===== src/qs_pkg.sv =====
// Shared types and constants of the quicksort engine.
// Holds the input and result transfer structs; no dependencies.
`timescale 1ns / 1ps

package qs_pkg;

  localparam int DATA_W        = 32;
  localparam int MAX_ITEMS_DEF = 64;

  typedef struct packed {
    logic signed [DATA_W-1:0] value;
    logic                     is_final;
  } qs_in_t;

  typedef struct packed {
    logic signed [DATA_W-1:0] sorted_value;
    logic                     end_of_run;
    logic                     overflow;
  } qs_out_t;

endpackage


===== src/quicksort_engine.sv =====
// Quicksort engine top level: element store, range stack and sort sequencer.
// Depends on qs_pkg for the transfer structs and the default capacity.
//
// Elements are loaded one per cycle until a transfer marked is_final; elements
// beyond MAX_ITEMS are dropped and flagged as overflow on every result of the
// set. The set is then sorted in place and returned in ascending order, the
// last result marked end_of_run. The input stalls from the final transfer
// until the last result has been taken. The store has one write and one read
// port with a registered read, so each compare step of a partition scan is a
// read state followed by a compare state; each partition also spends states on
// setup, pivot placement and range stack traffic, and each result is read,
// loaded and then held until it is taken. Already sorted input is the worst
// case for the running time.
`timescale 1ns / 1ps

module quicksort_engine #(
  parameter int MAX_ITEMS = qs_pkg::MAX_ITEMS_DEF
) (
  input  logic           clk,
  input  logic           rst,
  input  logic           in_valid,
  output logic           in_stall,
  input  qs_pkg::qs_in_t in_data,
  output logic           out_valid,
  input  logic           out_stall,
  output qs_pkg::qs_out_t out_data
);

  localparam int IDX_W = $clog2(MAX_ITEMS);
  localparam int CNT_W = $clog2(MAX_ITEMS + 1);
  localparam int EXT_W = IDX_W + 1;

  typedef struct packed {
    logic [IDX_W-1:0] lo_idx;
    logic [IDX_W-1:0] hi_idx;
  } range_t;

  typedef enum logic [3:0] {
    S_LOAD, S_START, S_PIV_RD, S_PIV_GET, S_R_RD, S_R_CMP, S_L_RD, S_L_CMP,
    S_FIN, S_PUSH_L, S_POP, S_POP_GET, S_OUT_RD, S_OUT_LD, S_OUT_WAIT
  } state_t;

  state_t state;

  logic signed [qs_pkg::DATA_W-1:0] store_mem [MAX_ITEMS];
  logic signed [qs_pkg::DATA_W-1:0] store_rdata;
  range_t                           stack_mem [MAX_ITEMS];
  range_t                           stack_rdata;

  logic [CNT_W-1:0] count;
  logic [CNT_W-1:0] sp;
  logic             dropped;
  logic [IDX_W-1:0] rng_lo;
  logic [IDX_W-1:0] rng_hi;
  logic [IDX_W-1:0] p;
  logic [IDX_W-1:0] lo;
  logic [IDX_W-1:0] hi;
  logic [IDX_W-1:0] k;
  logic signed [qs_pkg::DATA_W-1:0] pv;

  logic                             st_we;
  logic [IDX_W-1:0]                 st_wa;
  logic signed [qs_pkg::DATA_W-1:0] st_wd;
  logic [IDX_W-1:0]                 st_ra;
  logic                             sk_we;
  logic [IDX_W-1:0]                 sk_wa;
  range_t                           sk_wd;
  logic [IDX_W-1:0]                 sk_ra;

  logic             store_full;
  logic [CNT_W-1:0] count_m1;
  logic [CNT_W-1:0] sp_m1;
  logic             push_r_ok;
  logic             push_l_ok;

  assign store_full = (count >= CNT_W'(MAX_ITEMS));
  assign count_m1   = count - CNT_W'(1);
  assign sp_m1      = sp - CNT_W'(1);
  assign push_r_ok  = ({1'b0, p} + EXT_W'(1)) < {1'b0, rng_hi};
  assign push_l_ok  = ({1'b0, rng_lo} + EXT_W'(1)) < {1'b0, p};
  assign in_stall   = (state != S_LOAD);

  always_comb begin
    st_we = 1'b0;
    st_wa = p;
    st_wd = store_rdata;
    st_ra = k;
    sk_we = 1'b0;
    sk_wa = sp[IDX_W-1:0];
    sk_wd = '{lo_idx: rng_lo, hi_idx: rng_hi};
    sk_ra = sp_m1[IDX_W-1:0];
    unique case (state)
      S_LOAD: begin
        st_we = in_valid && !store_full;
        st_wa = count[IDX_W-1:0];
        st_wd = in_data.value;
      end
      S_PIV_RD: st_ra = rng_lo;
      S_R_RD:   st_ra = hi;
      S_L_RD:   st_ra = lo;
      S_R_CMP:  st_we = (store_rdata < pv);
      S_L_CMP:  st_we = (store_rdata > pv);
      S_FIN: begin
        st_we = 1'b1;
        st_wd = pv;
        sk_we = push_r_ok;
        sk_wd = '{lo_idx: p + IDX_W'(1), hi_idx: rng_hi};
      end
      S_PUSH_L: begin
        sk_we = push_l_ok;
        sk_wd = '{lo_idx: rng_lo, hi_idx: p - IDX_W'(1)};
      end
      default: ;
    endcase
  end

  always_ff @(posedge clk) begin
    if (st_we) begin
      store_mem[st_wa] <= st_wd;
    end
    store_rdata <= store_mem[st_ra];
  end

  always_ff @(posedge clk) begin
    if (sk_we) begin
      stack_mem[sk_wa] <= sk_wd;
    end
    stack_rdata <= stack_mem[sk_ra];
  end

  always_ff @(posedge clk) begin
    if (rst) begin
      state     <= S_LOAD;
      count     <= '0;
      sp        <= '0;
      dropped   <= 1'b0;
      out_valid <= 1'b0;
    end else begin
      unique case (state)
        S_LOAD: begin
          if (in_valid) begin
            if (store_full) begin
              dropped <= 1'b1;
            end else begin
              count <= count + CNT_W'(1);
            end
            if (in_data.is_final) begin
              state <= S_START;
            end
          end
        end
        S_START: begin
          k      <= '0;
          rng_lo <= '0;
          rng_hi <= count_m1[IDX_W-1:0];
          state  <= (count >= CNT_W'(2)) ? S_PIV_RD : S_OUT_RD;
        end
        S_PIV_RD: state <= S_PIV_GET;
        S_PIV_GET: begin
          pv    <= store_rdata;
          p     <= rng_lo;
          lo    <= rng_lo;
          hi    <= rng_hi;
          state <= S_R_RD;
        end
        S_R_RD: state <= (hi == p) ? S_FIN : S_R_CMP;
        S_R_CMP: begin
          if (store_rdata < pv) begin
            p     <= hi;
            state <= S_L_RD;
          end else begin
            hi    <= hi - IDX_W'(1);
            state <= S_R_RD;
          end
        end
        S_L_RD: state <= (lo == p) ? S_FIN : S_L_CMP;
        S_L_CMP: begin
          if (store_rdata > pv) begin
            p     <= lo;
            state <= S_R_RD;
          end else begin
            lo    <= lo + IDX_W'(1);
            state <= S_L_RD;
          end
        end
        S_FIN: begin
          if (sk_we) begin
            sp <= sp + CNT_W'(1);
          end
          state <= S_PUSH_L;
        end
        S_PUSH_L: begin
          if (sk_we) begin
            sp <= sp + CNT_W'(1);
          end
          state <= S_POP;
        end
        S_POP: begin
          if (sp == '0) begin
            state <= S_OUT_RD;
          end else begin
            sp    <= sp_m1;
            state <= S_POP_GET;
          end
        end
        S_POP_GET: begin
          rng_lo <= stack_rdata.lo_idx;
          rng_hi <= stack_rdata.hi_idx;
          state  <= S_PIV_RD;
        end
        S_OUT_RD: state <= S_OUT_LD;
        S_OUT_LD: begin
          out_data.sorted_value <= store_rdata;
          out_data.end_of_run   <= (k == count_m1[IDX_W-1:0]);
          out_data.overflow     <= dropped;
          out_valid             <= 1'b1;
          state                 <= S_OUT_WAIT;
        end
        S_OUT_WAIT: begin
          if (!out_stall) begin
            out_valid <= 1'b0;
            if (out_data.end_of_run) begin
              count   <= '0;
              sp      <= '0;
              dropped <= 1'b0;
              state   <= S_LOAD;
            end else begin
              k     <= k + IDX_W'(1);
              state <= S_OUT_RD;
            end
          end
        end
        default: state <= S_LOAD;
      endcase
    end
  end

endmodule


===== config.mk =====
export PLATFORM = sky130hd
export DESIGN_NAME = quicksort_engine
export DESIGN_NICKNAME = d
export VERILOG_FILES = /design/src/qs_pkg.sv /design/src/quicksort_engine.sv
export SDC_FILE = /design/constraint.sdc
export NUM_CORES = 2
export LEC_CHECK = 0
export BUFFER_PORTS_ARGS = -buffer_cell sky130_fd_sc_hd__clkbuf_2
export CAP_MARGIN = 0
export CORE_UTILIZATION = 35
export DETAILED_ROUTE_END_ITERATION = 10
export HOLD_SLACK_MARGIN = 0.05
export PLACE_DENSITY = 0.58
export SLEW_MARGIN = 20
export SYNTH_ARGS = -nofsm -noshare
export SYNTH_HDL_FRONTEND = slang
export SYNTH_SLANG_ARGS = --single-unit

===== constraint.sdc =====
create_clock -name clk -period 8.9 [get_ports clk]
set_clock_uncertainty 0.1 [all_clocks]
set_input_delay 1.78 -clock clk [delete_from_list [all_inputs] [get_ports clk]]
set_output_delay 1.78 -clock clk [all_outputs]
set_load 0.02 [all_outputs]

Yosys cells after proc, flatten, opt, wreduce, memory -nomap -nowiden
Memories as Yosys holds them, arrays and structs flattened. A register that Yosys moved wholly into a read port is not among the register bits.
Index checks and enable logic that the tools add are counted.
{ "totals": {"register_bits": 122, "mem_bits_rw": 2816, "in_bits": 37, "word_cells": 139, "mem_count": 2} }
{ "memory_table": {"columns": ["name", "words", "word_bits", "rd", "rd_clocked_by_memory_dff", "write_ports", "line_no", "source"], "rows": [
  ["store_mem", 64, 32, 1, 1, 1, "quicksort_engine.sv:45", "logic signed [qs_pkg::DATA_W-1:0] store_mem [MAX_ITEMS];"],
  ["stack_mem", 64, 12, 1, 1, 1, "quicksort_engine.sv:47", "range_t stack_mem [MAX_ITEMS];"]
]} }
{ "op_classes": {"addsub": 11, "magnitude_cmp": 6, "n_eq_ne": 30, "n_mux": 48, "bitwise_logic": 1, "n_reduce_logical": 26} }
{ "ops": {"columns": ["cell", "count"], "rows": [
  ["$pmux 32 s2", 1],
  ["$pmux 4 s15", 1],
  ["$pmux 6 s2", 5],
  ["$mux 6", 7],
  ["$mux 7", 6],
  ["$pmux 6 s3", 2],
  ["$gt 32x32->1", 1],
  ["$lt 32x32->1", 1],
  ["$eq 4x4->1 const B", 7],
  ["$mux 4", 7],
  ["$ne 2x2->1 const B", 12],
  ["$pmux 12 s2", 1],
  ["$pmux 7 s3", 1],
  ["$add 6x1->6 const B", 3],
  ["$eq 6x6->1", 3],
  ["$sub 6x1->6 const B", 3],
  ["$eq 4x3->1 const B", 4],
  ["$reduce_and 5->1", 3],
  ["$add 6x1->7 const B", 2],
  ["$add 7x1->7 const B", 2],
  ["$lt 7x6->1", 2],
  ["$pmux 7 s2", 1],
  ["$reduce_bool 2->1", 6],
  ["$mux 1", 9],
  ["21 further kinds", 32]
]} }

Depth between registers and ports, before layout
{ "logic_depth": {"word_depth": 6, "mapped_depth": 15, "depth_no_buf": 11} }

Worst setup path after synthesis
Ideal clock, no wire load.
{ "synth_timing": {"path_type": "in2reg", "start": "in in_valid", "end": "mem store_mem[62][0] (netlist name) (enable)", "setup_time_ps": 461, "arrival_ps": 4821, "required_time_ps": 8339, "path_slack_ps": 3518, "stages": 7, "path_buffers": 2, "cell_sequence": "nand2_1 nor2_1 a21oi_1 o211a_1 clkbuf_1 buf_1 nor3_1"} }
{ "synth_via": {"elab_chain_len": 4} }
{ "synth_rtl": {"columns": ["item", "line_no", "source"], "rows": [
  ["start: declaration", "quicksort_engine.sv:21", "input logic in_valid,"],
  ["$logic_and 1x1->1", "quicksort_engine.sv:94", "st_we = in_valid && !store_full;"],
  ["$pmux 1 s4", "quicksort_engine.sv:92", "unique case (state)"],
  ["$mux 1", "quicksort_engine.sv:118", "if (st_we) begin"],
  ["$mux 1 (not written as such)", "quicksort_engine.sv:119", "store_mem[st_wa] <= st_wd;"],
  ["end: declaration", "quicksort_engine.sv:45", null]
]} }
No other way between the ends.

Worst setup path after layout
{ "layout_timing": {"start": "reg state[3]", "end": "reg store_rdata[30] (netlist name) (read register of store_mem)"} }
{ "layout_via": {"elab_chain_len": 2, "word_cells_on_any_way": 4, "classes_between": "eq/ne (3); mux (1)"} }
{ "layout_rtl": {"columns": ["item", "line_no", "source"], "rows": [
  ["start: declaration", "quicksort_engine.sv:43", "state_t state;"],
  ["start signal: assignment", "quicksort_engine.sv:156", "state <= (count >= CNT_W'(2)) ? S_PIV_RD : S_OUT_RD;"],
  ["start signal: assignment", "quicksort_engine.sv:166", "S_R_RD: state <= (hi == p) ? S_FIN : S_R_CMP;"],
  ["start signal: assignment", "quicksort_engine.sv:176", "S_L_RD: state <= (lo == p) ? S_FIN : S_L_CMP;"],
  ["$eq 4x3->1 or $eq 4x2->1 (tied branches)", "quicksort_engine.sv:92", null],
  ["$pmux 6 s3 *", "quicksort_engine.sv:92", null],
  ["end: declaration", "quicksort_engine.sv:46", "logic signed [qs_pkg::DATA_W-1:0] store_rdata;"]
]} }
Mark *: on every way between the ends. The rest lies on a longest branch, timed or not.
A chain may end at the register's enable or synchronous reset.

==> impl_metrics.yaml <==
place:
  hpwlAfterDp_mm: 193
  dpl_cell_area_sq_mm: 0.124
  dp.cells: 11200
  gp_congestion: 0.879
  io_buffers: 72
critical_path:
  end_kind: "register"
  arrival_ns: 6.44
  criticalPathCategory: "register to register"
  start_kind: "register"
  path_max_fanout: 68
  required_ns: 9.61
routing:
  vias: 66588
  wl_per_cell_microns: 29.1
  drc: 0
  antenna_left: 0
  route.detailed.vias_per_inst: 5.66
  wl_mm: 343
  drt_iter0_drc: 9049
  first_pass_iters: 7
finish:
  final_area_sq_mm: 0.133
  layout.cells.non_filler: 11765
  area_growth_pct: 14.0
  nNetsFinal: 7238
  drive_above_1_share_pct: 18.3
synth:
  yosys.area.top_type: "edfxtp_1"
  synthSimpleGateAreaFrac_pct: 7.77
  synth_cell_types: 80
  synthArstFlopShare_pct: 0
  yosys_register_bits: 2982
  ys_seq_area_share_pct: 76.0
  netlist_area_sq_mm: 0.117
  syn_inst: 6949
  ys_top_cells_by_count: "edfxtp_1, nand2_1, mux4_2, nand3_1, clkbuf_1"
  yosys.area_share.adder_pct: 0.567
  synth_edf_count: 2918
  syn_area_per_cell_sq_um: 16.8
  synth_top_family_by_area: "multiplexers"
  synth.area.top_cells: "edfxtp_1, mux4_2, nand2_1"
  synth_compound_area_share_pct: 4.77
  synthMostInstantiatedCell: "edfxtp_1"
  yosysTopAreaCellShare_pct: 74.9
  muxShareOfSynthArea_pct: 8.63
  synthXorXnorAreaFrac_pct: 0.419
  yosys_warnings: 0
  synth.net_count: 7039
  synth_ff_type: "edfxtp_1"
floorplanning:
  die_w_microns: 580
  rows: 211
  initial_utilization_pct: 35.3
  fp.dieH_microns: 580
  dieArea_sq_mm: 0.337
  core_area_sq_mm: 0.332
  num_io_pins: 73
global_route:
  grt_pass1_vias: 64355
  overflow: 0
  grt_usage_pct: 19.8
  antenna_found_initial: 21
  grt_max_degree: 139
  grt_pass1_wl_mm: 483
pwr:
  power_mw: 36.9
  seqPwrFrac_pct: 46.6
  p_sw_mw: 11.0
  power_leakage_nw: 42.3
  vdd_drop_max_uv: 213
  power_density_mw_per_mm2: 277
  switching_share_pct: 29.6
  pwr-share-clk_pct: 34.0
  p_int_mw: 26.0
  combinationalPowerShare_pct: 19.4
timing:
  hold_ws_ns: 0.363
  tightest_slew_ns: 1.22
  setup_viol: 0
  rsz0062_at_grt: "no"
  period_needed_ns: 5.73
  timing.fmax_ghz: 0.175
  hold_viol: 0
  totalNegativeSetupSlack_ns: 0
  relSlewSlack_pct: 18.0
  finalCritPeriodShare_pct: 64.3
  final_max_slew_viol_count: 0
run:
  maxCapViolCount: 0
clocking:
  numCtsBuffers: 311
  worstSkewPairLatency_ns: 0.89
  clk_pin_slew_worst_paths_ns: 0.06
  cts_setup_buffers: 0
  postCtsHoldBufs: 0
  clockBufferDepth: 4
  cts_tree: "yes"
  cts_root_buf: "clkbuf_16"
  cts_max_level: 5
  clock_sinks: 2982
  post_cts_resized: 0
status:
  outcome: "complete, no violations"
hold_path:
  holdCritPathClass: "register to register"
path summary, 6_finish.rpt:
kind                  from               to  slack [ns]  cells after the start
hold / removal     dropped      out_data[0]        0.36                      0
setup reg to reg  state[3]  store_rdata[30]        3.17                     12
setup / recovery  state[3]  store_rdata[30]        3.17                     12
hold reg to reg    dropped      out_data[0]        0.36                      0
power groups by stage:
stage,Combinational (mW),Sequential (mW),Clock [mW]
floorplan,3.92,17.4,0
global placement,6.97,17.5,0
detailed placement,7.09,17.5,0
CTS,7.10,17.2,12.7
global route,7.47,17.2,13.2
finish,7.17,17.2,12.6
worst max-delay path: stages (launching register included):
cell and delay, ns:
dfxtp_2 0.67, buf_4 0.50, nor4b_1 0.16, o21ai_4 0.15
buf_4 0.50, and2_4 0.57, buf_4 0.71, buf_4 0.73
nand2_1 0.12, a31oi_1 0.21, nand4_1 0.19, a22oi_1 0.72
and3_1 0.26
area by class of cell:
cell class	count	area, sq um
clock inverter	151	1310
tap	4366	5460
multi-input combinational	3484	26700
antenna	9	22.5
sequential	2982	88900
timing repair buffer	313	2380
fill	29558	198000
inverter	56	210
clock buffer	404	8370
routing by layer:
metal | track usage [%] | share of wire (%) | vias up
li1 | - | - | 27793
met1 | 27.9 | 41 | 34624
met2 | 30.5 | 45 | 3553
met3 | 3.86 | 9.6 | 608
met4 | 7.04 | 3.7 | 10
met5 | 0 | 0.027 | -
layout by cell type, fill, tap and decap left out, types with 20 or more instances in the layout:
| master | netlist | layout |
|---|---|---|
| clkbuf_2 | 0 | 72 |
| xnor2_1 | 27 | 23 |
| xor2_1 | 29 | 29 |
| nor3_2 | 1 | 66 |
| and3_1 | 82 | 82 |
| buf_4 | 38 | 224 |
| a2111oi_0 | 47 | 42 |
| inv_1 | 55 | 55 |
| clkinv_1 | 1 | 58 |
| clkinv_2 | 0 | 52 |
| nor2_2 | 5 | 43 |
| edfxtp_1 | 2918 | 2918 |
| a32oi_1 | 104 | 104 |
| nand3_1 | 397 | 397 |
| a211oi_1 | 39 | 39 |
| mux4_2 | 402 | 402 |
| dfxtp_1 | 64 | 61 |
| a31oi_1 | 142 | 142 |
| ha_1 | 53 | 52 |
| mux2i_1 | 95 | 95 |
| o22ai_1 | 26 | 26 |
| a22o_1 | 21 | 21 |
| a221o_2 | 0 | 30 |
| nor3_1 | 95 | 29 |
| o2111ai_1 | 26 | 26 |
| nand4_1 | 41 | 41 |
| bufinv_16 | 0 | 20 |
| nor2_1 | 140 | 93 |
| clkbuf_1 | 178 | 78 |
| o21ai_0 | 56 | 47 |
| a21oi_1 | 137 | 137 |
| nand2_1 | 1277 | 1277 |
| clkbuf_16 | 0 | 319 |
cell families after synthesis:
family | Yosys count
flip-flops | 2982
multiplexers | 505
AND/OR/NAND/NOR | 2106
XOR/XNOR | 56
buffers and inverters | 483
AO/OA/AOI/OAI | 764
adder cells (fa/ha/maj) | 53
registers in the layout, indices dropped and copies added, names as in the netlist, 7 cells and up:
signal / cells
pv: 32
out_data: 34
store_rdata: 32
stack_mem: 768
count: 7
sp: 7
stack_rdata: 12
store_mem: 2048
through the flow:
step / worst slack, ns / util, %
floorplan: 3.52 / -
global placement: 3.08 / 37.3
detailed placement: 3.11 / 37.3
CTS: 3.18 / 40.2
global route: 2.94 / 40.2
finish: 3.17 / 40.2
Power figures use the tool's default switching activity.
